<file path="src/rtl/core/pulse_width_to_pwm_words_core_defines.svh">
// ----------------------------------------------------------------------------
// Assertion macros for the pulse width to PWM words core
// Concurrent assertions that compile away when SYNTHESIS is defined.
// ----------------------------------------------------------------------------
`ifndef PULSE_WIDTH_TO_PWM_WORDS_CORE_DEFINES_SVH
`define PULSE_WIDTH_TO_PWM_WORDS_CORE_DEFINES_SVH
`ifndef SYNTHESIS
`define PWMW_ASSERT(name, clk, rst_n, prop) \
  name: assert property (@(posedge clk) disable iff (!rst_n) prop) \
    else $error("pwmw assertion failed");
`define PWMW_ASSERT_NEVER(name, clk, rst_n, prop) \
  `PWMW_ASSERT(name, clk, rst_n, not (prop))
`else
`define PWMW_ASSERT(name, clk, rst_n, prop)
`define PWMW_ASSERT_NEVER(name, clk, rst_n, prop)
`endif
`endif

</file>
<file path="src/rtl/core/pwmw_pkg.sv">
// ----------------------------------------------------------------------------
// Pulse width to PWM words package
// Widths, base period tables and the entry type shared by the core modules.
// ----------------------------------------------------------------------------
package pwmw_pkg;

  localparam int unsigned NsWidth      = 18;
  localparam int unsigned BitsWidth    = 8;
  localparam int unsigned DivWidth     = 9;
  localparam int unsigned WordBits     = 32;
  localparam int unsigned WordIdxWidth = 5;
  localparam int unsigned NumBases     = 11;
  localparam int unsigned IdxWidth     = 4;
  localparam int unsigned NumStages    = NumBases + 1;

  localparam int unsigned PulseMinNs = 4;
  localparam int unsigned PulseMaxNs = 224000;

  // Reciprocals are exact quotients for every dividend below 2**18.
  localparam int unsigned RecipShift = 28;
  localparam int unsigned RecipWidth = 27;
  localparam int unsigned ProdWidth  = NsWidth + RecipWidth;
  localparam int unsigned QuotWidth  = 16;
  localparam int unsigned RecipOne   = 1 << RecipShift;

  localparam int unsigned BasePeriod [NumBases] = '{
    4, 8, 10, 20, 40, 80, 100, 200, 250, 500, 1000
  };

  localparam int unsigned Recip [NumBases] = '{
    (RecipOne + 4 - 1) / 4,     (RecipOne + 8 - 1) / 8,
    (RecipOne + 10 - 1) / 10,   (RecipOne + 20 - 1) / 20,
    (RecipOne + 40 - 1) / 40,   (RecipOne + 80 - 1) / 80,
    (RecipOne + 100 - 1) / 100, (RecipOne + 200 - 1) / 200,
    (RecipOne + 250 - 1) / 250, (RecipOne + 500 - 1) / 500,
    (RecipOne + 1000 - 1) / 1000
  };

  localparam int unsigned HalfPeriod [NumBases] = '{
    4 / 2, 8 / 2, 10 / 2, 20 / 2, 40 / 2, 80 / 2,
    100 / 2, 200 / 2, 250 / 2, 500 / 2, 1000 / 2
  };

  localparam int unsigned QueueDepth    = 4;
  localparam int unsigned QueuePtrWidth = 2;
  localparam int unsigned QueueCntWidth = 3;

  typedef struct packed {
    logic [DivWidth-1:0]  divider;
    logic [BitsWidth-1:0] bits;
  } pwmw_entry_t;

endpackage

</file>
<file path="src/rtl/core/pwmw_search.sv">
// ----------------------------------------------------------------------------
// Base period search pipeline
// Clamps the request and tries one base period per stage, keeping the best.
// ----------------------------------------------------------------------------
module pwmw_search #(
  parameter int unsigned MaxPulseBits = 224
) (
  input  logic                             clk_i,
  input  logic                             rst_ni,
  input  logic                             push_i,
  input  logic [pwmw_pkg::NsWidth-1:0]     pulse_ns_i,
  output logic                             full_o,
  output logic                             entry_valid_o,
  output pwmw_pkg::pwmw_entry_t            entry_o,
  input  logic                             entry_full_i
);
  import pwmw_pkg::*;

  localparam int unsigned Last = NumStages - 1;

  logic                  valid_q [NumStages];
  logic [NsWidth-1:0]    ns_q    [NumStages];
  logic [NsWidth-1:0]    err_q   [NumStages];
  logic [IdxWidth-1:0]   idx_q   [NumStages];
  logic [BitsWidth-1:0]  bits_q  [NumStages];
  logic [ProdWidth-1:0]  prod_q  [NumBases];

  logic               adv;
  logic [NsWidth-1:0] ns_clamped;

  assign adv    = !(valid_q[Last] && entry_full_i);
  assign full_o = !adv;

  always_comb begin
    priority if (pulse_ns_i < NsWidth'(PulseMinNs)) begin
      ns_clamped = NsWidth'(PulseMinNs);
    end else if (pulse_ns_i > NsWidth'(PulseMaxNs)) begin
      ns_clamped = NsWidth'(PulseMaxNs);
    end else begin
      ns_clamped = pulse_ns_i;
    end
  end

  always_ff @(posedge clk_i or negedge rst_ni) begin
    if (!rst_ni) begin
      valid_q[0] <= 1'b0;
    end else if (adv) begin
      valid_q[0] <= push_i;
    end
  end

  always_ff @(posedge clk_i) begin
    if (adv) begin
      ns_q[0]   <= ns_clamped;
      err_q[0]  <= '1;
      idx_q[0]  <= '0;
      bits_q[0] <= '0;
      prod_q[0] <= ProdWidth'(ns_clamped) * ProdWidth'(Recip[0]);
    end
  end

  for (genvar k = 1; k < NumStages; k++) begin : g_stage
    logic [QuotWidth-1:0] quot;
    logic [BitsWidth-1:0] cnt;
    logic [NsWidth-1:0]   err;
    logic                 take;

    always_comb begin
      quot = prod_q[k-1][RecipShift +: QuotWidth];
      cnt  = (quot > QuotWidth'(MaxPulseBits)) ? BitsWidth'(MaxPulseBits)
                                                : quot[BitsWidth-1:0];
      err  = ns_q[k-1] - NsWidth'(cnt) * NsWidth'(BasePeriod[k-1]);
      take = err < err_q[k-1];
    end

    always_ff @(posedge clk_i or negedge rst_ni) begin
      if (!rst_ni) begin
        valid_q[k] <= 1'b0;
      end else if (adv) begin
        valid_q[k] <= valid_q[k-1];
      end
    end

    always_ff @(posedge clk_i) begin
      if (adv) begin
        ns_q[k]   <= ns_q[k-1];
        err_q[k]  <= take ? err : err_q[k-1];
        idx_q[k]  <= take ? IdxWidth'(k - 1) : idx_q[k-1];
        bits_q[k] <= take ? cnt : bits_q[k-1];
      end
    end

    if (k < NumBases) begin : g_mul
      always_ff @(posedge clk_i) begin
        if (adv) begin
          prod_q[k] <= ProdWidth'(ns_q[k-1]) * ProdWidth'(Recip[k]);
        end
      end
    end
  end

  assign entry_valid_o   = valid_q[Last];
  assign entry_o.divider = DivWidth'(HalfPeriod[idx_q[Last]]);
  assign entry_o.bits    = (bits_q[Last] == '0) ? BitsWidth'(1) : bits_q[Last];

endmodule

</file>
<file path="src/rtl/core/pwmw_queue.sv">
// ----------------------------------------------------------------------------
// Entry queue
// Small queue that decouples the search pipeline from the word emitter.
// ----------------------------------------------------------------------------
module pwmw_queue (
  input  logic                  clk_i,
  input  logic                  rst_ni,
  input  logic                  push_i,
  input  pwmw_pkg::pwmw_entry_t entry_i,
  output logic                  full_o,
  input  logic                  pop_i,
  output logic                  empty_o,
  output pwmw_pkg::pwmw_entry_t entry_o
);
  import pwmw_pkg::*;

  pwmw_entry_t              slot_q [QueueDepth];
  logic [QueuePtrWidth-1:0] wr_ptr_q, wr_ptr_d;
  logic [QueuePtrWidth-1:0] rd_ptr_q, rd_ptr_d;
  logic [QueueCntWidth-1:0] cnt_q, cnt_d;
  logic                     do_push, do_pop;

  assign full_o  = (cnt_q == QueueCntWidth'(QueueDepth));
  assign empty_o = (cnt_q == '0);
  assign do_push = push_i && !full_o;
  assign do_pop  = pop_i && !empty_o;
  assign entry_o = slot_q[rd_ptr_q];

  always_comb begin
    wr_ptr_d = do_push ? wr_ptr_q + QueuePtrWidth'(1) : wr_ptr_q;
    rd_ptr_d = do_pop ? rd_ptr_q + QueuePtrWidth'(1) : rd_ptr_q;
    cnt_d    = cnt_q + QueueCntWidth'(do_push) - QueueCntWidth'(do_pop);
  end

  always_ff @(posedge clk_i or negedge rst_ni) begin
    if (!rst_ni) begin
      wr_ptr_q <= '0;
      rd_ptr_q <= '0;
      cnt_q    <= '0;
    end else begin
      wr_ptr_q <= wr_ptr_d;
      rd_ptr_q <= rd_ptr_d;
      cnt_q    <= cnt_d;
    end
  end

  always_ff @(posedge clk_i) begin
    if (do_push) begin
      slot_q[wr_ptr_q] <= entry_i;
    end
  end

endmodule

</file>
<file path="src/rtl/core/pwmw_emit.sv">
// ----------------------------------------------------------------------------
// Word emitter
// Expands one queue entry into its serializer words, one word per cycle while the output is not stalled.
// ----------------------------------------------------------------------------
`include "pulse_width_to_pwm_words_core_defines.svh"

module pwmw_emit (
  input  logic                            clk_i,
  input  logic                            rst_ni,
  input  logic                            q_empty_i,
  input  pwmw_pkg::pwmw_entry_t           q_entry_i,
  output logic                            q_pop_o,
  output logic                            empty_o,
  input  logic                            pop_i,
  output logic [pwmw_pkg::WordBits-1:0]   fifo_word_o,
  output logic [pwmw_pkg::DivWidth-1:0]   clock_divider_o,
  output logic [pwmw_pkg::BitsWidth-1:0]  pulse_bits_o,
  output logic                            last_o
);
  import pwmw_pkg::*;

  logic                 act_q, act_d;
  logic [BitsWidth-1:0] rem_q, rem_d;
  logic [DivWidth-1:0]  act_div_q;
  logic [BitsWidth-1:0] act_bits_q;

  logic                 out_v_q, out_v_d;
  logic [WordBits-1:0]  word_q;
  logic [DivWidth-1:0]  div_q;
  logic [BitsWidth-1:0] bits_q;
  logic                 last_q;

  logic                 load_ok, emit, is_last, fetch;
  logic [WordBits-1:0]  word_d;
  logic [BitsWidth-1:0] rem_next;

  assign load_ok = !out_v_q || pop_i;
  assign emit    = act_q && load_ok;
  assign is_last = (rem_q == '0);
  assign fetch   = !q_empty_i && (!act_q || (emit && is_last));
  assign q_pop_o = fetch;

  always_comb begin
    priority if (rem_q >= BitsWidth'(WordBits)) begin
      word_d   = '1;
      rem_next = rem_q - BitsWidth'(WordBits);
    end else if (rem_q != '0) begin
      word_d   = ~({WordBits{1'b1}} >> rem_q[WordIdxWidth-1:0]);
      rem_next = '0;
    end else begin
      word_d   = '0;
      rem_next = '0;
    end
  end

  always_comb begin
    act_d = act_q;
    rem_d = rem_q;
    if (fetch) begin
      act_d = 1'b1;
      rem_d = q_entry_i.bits;
    end else if (emit) begin
      act_d = !is_last;
      rem_d = rem_next;
    end
    out_v_d = emit ? 1'b1 : (out_v_q && !pop_i);
  end

  always_ff @(posedge clk_i or negedge rst_ni) begin
    if (!rst_ni) begin
      act_q   <= 1'b0;
      out_v_q <= 1'b0;
    end else begin
      act_q   <= act_d;
      out_v_q <= out_v_d;
    end
  end

  always_ff @(posedge clk_i) begin
    rem_q <= rem_d;
    if (fetch) begin
      act_div_q  <= q_entry_i.divider;
      act_bits_q <= q_entry_i.bits;
    end
    if (emit) begin
      word_q <= word_d;
      div_q  <= act_div_q;
      bits_q <= act_bits_q;
      last_q <= is_last;
    end
  end

  assign empty_o         = !out_v_q;
  assign fifo_word_o     = word_q;
  assign clock_divider_o = div_q;
  assign pulse_bits_o    = bits_q;
  assign last_o          = last_q;

  `PWMW_ASSERT(a_last_word_zero, clk_i, rst_ni, out_v_q && last_q |-> word_q == '0)
  `PWMW_ASSERT(a_pulse_word_msb, clk_i, rst_ni, out_v_q && !last_q |-> word_q[WordBits-1])
  `PWMW_ASSERT(a_rem_bounded, clk_i, rst_ni, act_q |-> rem_q <= act_bits_q)
  `PWMW_ASSERT_NEVER(a_fetch_busy, clk_i, rst_ni, act_q && !(emit && is_last) && fetch)

endmodule

</file>
<file path="src/rtl/core/pulse_width_to_pwm_words_core.sv">
// ----------------------------------------------------------------------------
// Pulse width to PWM words core
// Turns a pulse length in ns into serializer words with divider and bit count.
// ----------------------------------------------------------------------------
// Channel   Direction  Handshake        Payload
// request   in         push_i / full_o  pulse_ns_i
// word      out        pop_i / empty_o  fifo_word_o, clock_divider_o,
//                                       pulse_bits_o, last_o
//
// A request yields 2 to 8 words, set by the word emitter.
// The base period search is a 12-stage pipeline: an input stage, then one base period per stage.
// Reset clears only control state; no clearing pass is needed.
// The search stalls only when its last stage holds an entry and the queue is full.
// ----------------------------------------------------------------------------
module pulse_width_to_pwm_words_core #(
  parameter int unsigned MaxPulseBits = 224
) (
  input  logic                            clk_i,
  input  logic                            rst_ni,
  input  logic                            push_i,
  output logic                            full_o,
  input  logic [pwmw_pkg::NsWidth-1:0]    pulse_ns_i,
  output logic                            empty_o,
  input  logic                            pop_i,
  output logic [pwmw_pkg::WordBits-1:0]   fifo_word_o,
  output logic [pwmw_pkg::DivWidth-1:0]   clock_divider_o,
  output logic [pwmw_pkg::BitsWidth-1:0]  pulse_bits_o,
  output logic                            last_o
);
  import pwmw_pkg::*;

  logic        srch_valid;
  pwmw_entry_t srch_entry;
  logic        q_full;
  logic        q_empty;
  logic        q_pop;
  pwmw_entry_t q_entry;

  pwmw_search #(
    .MaxPulseBits(MaxPulseBits)
  ) u_search (
    .clk_i        (clk_i),
    .rst_ni       (rst_ni),
    .push_i       (push_i),
    .pulse_ns_i   (pulse_ns_i),
    .full_o       (full_o),
    .entry_valid_o(srch_valid),
    .entry_o      (srch_entry),
    .entry_full_i (q_full)
  );

  pwmw_queue u_queue (
    .clk_i  (clk_i),
    .rst_ni (rst_ni),
    .push_i (srch_valid),
    .entry_i(srch_entry),
    .full_o (q_full),
    .pop_i  (q_pop),
    .empty_o(q_empty),
    .entry_o(q_entry)
  );

  pwmw_emit u_emit (
    .clk_i          (clk_i),
    .rst_ni         (rst_ni),
    .q_empty_i      (q_empty),
    .q_entry_i      (q_entry),
    .q_pop_o        (q_pop),
    .empty_o        (empty_o),
    .pop_i          (pop_i),
    .fifo_word_o    (fifo_word_o),
    .clock_divider_o(clock_divider_o),
    .pulse_bits_o   (pulse_bits_o),
    .last_o         (last_o)
  );

endmodule

</file>
<file path="config.mk">
export PLATFORM = sky130hd
export DESIGN_NAME = pulse_width_to_pwm_words_core
export DESIGN_NICKNAME = d
export VERILOG_FILES = /design/src/rtl/core/pwmw_pkg.sv /design/src/rtl/core/pwmw_search.sv /design/src/rtl/core/pwmw_queue.sv /design/src/rtl/core/pwmw_emit.sv /design/src/rtl/core/pulse_width_to_pwm_words_core.sv
export VERILOG_INCLUDE_DIRS = /design/src /design/src/rtl/core
export SDC_FILE = /design/constraint.sdc
export NUM_CORES = 2
export LEC_CHECK = 0
export ABC_CLOCK_PERIOD_IN_PS = 25900
export BUFFER_PORTS_ARGS = -buffer_cell sky130_fd_sc_hd__clkbuf_2
export CAP_MARGIN = 20
export CELL_PAD_IN_SITES_DETAIL_PLACEMENT = 0
export CELL_PAD_IN_SITES_GLOBAL_PLACEMENT = 2
export CORE_ASPECT_RATIO = 1.5
export CORE_MARGIN = 2
export CORE_UTILIZATION = 49
export CTS_CLUSTER_SIZE = 25
export DETAILED_ROUTE_END_ITERATION = 6
export GPL_TIMING_DRIVEN = 0
export MAX_ROUTING_LAYER = met4
export PLACE_DENSITY_LB_ADDON = 0.1
export SETUP_SLACK_MARGIN = 0.02
export SYNTH_ARGS = -nofsm -noshare
export SYNTH_HDL_FRONTEND = slang
export SYNTH_SLANG_ARGS = --single-unit
</file>
<file path="constraint.sdc">
create_clock -name clk_i -period 25.9 [get_ports clk_i]
set_input_delay 7.77 -clock clk_i [delete_from_list [all_inputs] [get_ports clk_i]]
set_output_delay 7.77 -clock clk_i [all_outputs]
set_load 0.03 [all_outputs]
</file>
==> reports/metrics.cfg <==
[detailed_routing]
dr.pass1.iters = 7
wl_um = 220000
route.antenna.remaining_nets = 0
highest_layer = met4
met2_length_um = 124000
wl_met1_um = 83200
drt-wirelength-per-cell_um = 20.7
met3_length_um = 4820
vias_per_cell = 5.24
drc = 15
first_iter_violations = 2127
vias = 55700

[die]
die_y_um = 524
core-area_mm2 = 0.180
start_util = 0.491
fp.dieW_um = 351
pin_count = 74
num_rows = 191
dieArea_mm2 = 0.184

[final_layout]
fill_cells = 16200
area_growth_pct = 7.42
final_cell_mix = inv_1 (1891), ha_1 (1818), fa_1 (919), edfxtp_1 (745), a21oi_1 (257)
drive_gt1_frac = 0.0629
layout_commonest_cell = inv_1
fin_nets = 10900

[grt]
grt_max_degree = 131
antenna_found_initial = 4
grt_usage = 0.256
grt_pass1_wl_um = 346000
gr-total-overflow = 0
first_global_vias = 60600

[sta]
rsz0062_at_grt = false
period_minus_slack_ns = 10.41
setup_violations = 0
finClkSkew_ns = 0.0585
post-route-period-util = 0.402
max_slew.worst_pin.slew_ns = 1.04
setup_tns_ns = 0
drv_slew = 0
slew-limit-headroom = 0.291
clock.fmax_mhz = 96.0
finalHoldViolCount = 0

[synthesis]
ys_seq_elements = 766
ys_warn_count = 0
synth_cells = 7968
ys_async_sr_fraction = 0.0274
synth.distinct_cells = 83
ys_dominant_reg_cell = edfxtp_1
synth_area_per_cell_um2 = 11.1
synth.area.top_cells = ha_1 (26%), edfxtp_1 (25%), fa_1 (21%), inv_1 (8.0%), mux2_2 (2.7%)
synth_top_area_cell = ha_1
netlist_area_mm2 = 0.0884
synth-seq-area-share = 0.259
synth_edf_count = 745
yosysTopAreaCellShare = 0.257

[status]
status = finished, violations left
violations = design-rule violations

[clock_network]
cts_buffer_depth = 3
cts_sinks = 766
clkLatencyLatePin_ns = 0.73
cts_tree = done
cts_root_buf = clkbuf_16
cts_resized = 0
cts_hold_buf = 0
path_clk_slew_ns = 0.07
numCtsBuffers = 85
post-cts-setup-buffers = 0
htree_levels = 3

[placement]
io_buffer_count = 73
place.gp.congestion = 0.894
place_hpwl_um = 185000

[critical_path]
worstSetupEndpointType = output port
path_class = register to output port
r2r_setup_slack_ns = 16.46
crit_fanout = 10
critical_path.startpoint_type = register
cp.arrival_ns = 2.64
cp_data_required_time_ns = 18.13

[run]
max_cap_violations = 0

[hold_path]
worst_hold_path_type = register to register

cell families after synthesis:
kind of cell | after synthesis | share of synthesized area
buf+inv | 1962 | 0.0834
other cells | 1 | 0.0000424
simple gates | 993 | 0.0576
fa+ha+maj | 2738 | 0.465
flops | 766 | 0.259
mux | 253 | 0.0341
compound gates | 953 | 0.0708
xor+xnor | 302 | 0.0299
cell usage after synthesis, types with 42 or more instances:
| cell | instances |
|---|---|
| inv_1 | 1893 |
| a21oi_1 | 257 |
| or3_1 | 42 |
| xor2_1 | 104 |
| nor2b_1 | 58 |
| and2_1 | 72 |
| or2_2 | 45 |
| edfxtp_1 | 745 |
| nor2_1 | 212 |
| fa_1 | 919 |
| a211oi_1 | 52 |
| o21ai_0 | 187 |
| nand2b_1 | 59 |
| a21o_1 | 169 |
| mux2_2 | 215 |
| xnor2_1 | 198 |
| clkbuf_1 | 57 |
| nor3_1 | 79 |
| nand2_1 | 191 |
| ha_1 | 1818 |
| nand3_1 | 87 |
final timing paths:
| check | startpoint | end | cells after the start |
|---|---|---|---|
| hold / removal | u_emit.act_bits_q[0] | u_emit.pulse_bits_o[0] | 0 |
| setup reg to reg | u_search.prod_q[9][28] | u_search.bits_q[2][16] | 32 |
| min in group asynchronous | rst_ni | u_search.valid_q[3] | 1 |
| setup / recovery | u_queue.cnt_q[1] | full_o | 5 |
| hold reg to reg | u_emit.act_bits_q[0] | u_emit.pulse_bits_o[0] | 0 |
| max in group asynchronous | rst_ni | u_search.valid_q[1] | 1 |
metal layers:
| layer | GRT usage | up-vias |
|---|---|---|
| met1 | 0.274 | 27600 |
| met4 | 0.0862 | 0 |
| met5 | - | - |
| li1 | - | 27100 |
| met3 | 0.0182 | 303 |
| met2 | 0.492 | 677 |
worst max-delay path: stages, from the launching register on:
cell and delay, ns:
dfrtp_1 0.44, nor2_1 0.19, and3_1 0.17, clkbuf_1 0.22
clkbuf_1 0.55, clkbuf_2 0.32
final cells by class:
class                      instances  area, µm²  share of cell area
multi-input combinational       5241      58200               0.612
antenna                            3       7.51           0.0000790
sequential                       766      22900               0.241
timing repair buffer              82        542             0.00570
tap                             2412       3020              0.0318
clock inverter                    58        749             0.00789
buffer                            69        267             0.00281
clock buffer                     100       2240              0.0235
inverter                        1893       7110              0.0749
state kept, by name, indices dropped and copies added, names as in the netlist, 2 cells and up:
register	flops
u_search.valid_q	11
u_search.prod_q	107
u_emit.clock_divider_o	9
u_emit.act_div_q	9
u_emit.pulse_bits_o	8
u_queue.slot_q	68
u_queue.rd_ptr_q	2
u_emit.rem_q	8
u_search.idx_q	29
u_emit.act_bits_q	8
u_queue.wr_ptr_q	2
u_queue.cnt_q	3
u_search.err_q	180
u_search.ns_q	198
u_emit.fifo_word_o	32
u_search.bits_q	88
metrics by stage:
step | hold WS, ns | worst slack (ns) | std cells | area (µm²) | utilization
floorplan | 0.400 | 12.16 | 7969 | 88400 | -
global placement | 0.411 | 6.98 | 10500 | 91800 | 0.510
detailed placement | 0.405 | 15.52 | 10500 | 92000 | 0.511
CTS | 0.419 | 15.41 | 10600 | 95000 | 0.528
global route | 0.423 | 15.27 | 10600 | 95000 | 0.528
finish | 0.414 | 15.49 | 10600 | 95000 | 0.528
Power is left out: the tool's default activity adds up to more than one toggle a clock period on the data nets, which glitch-free logic cannot reach.
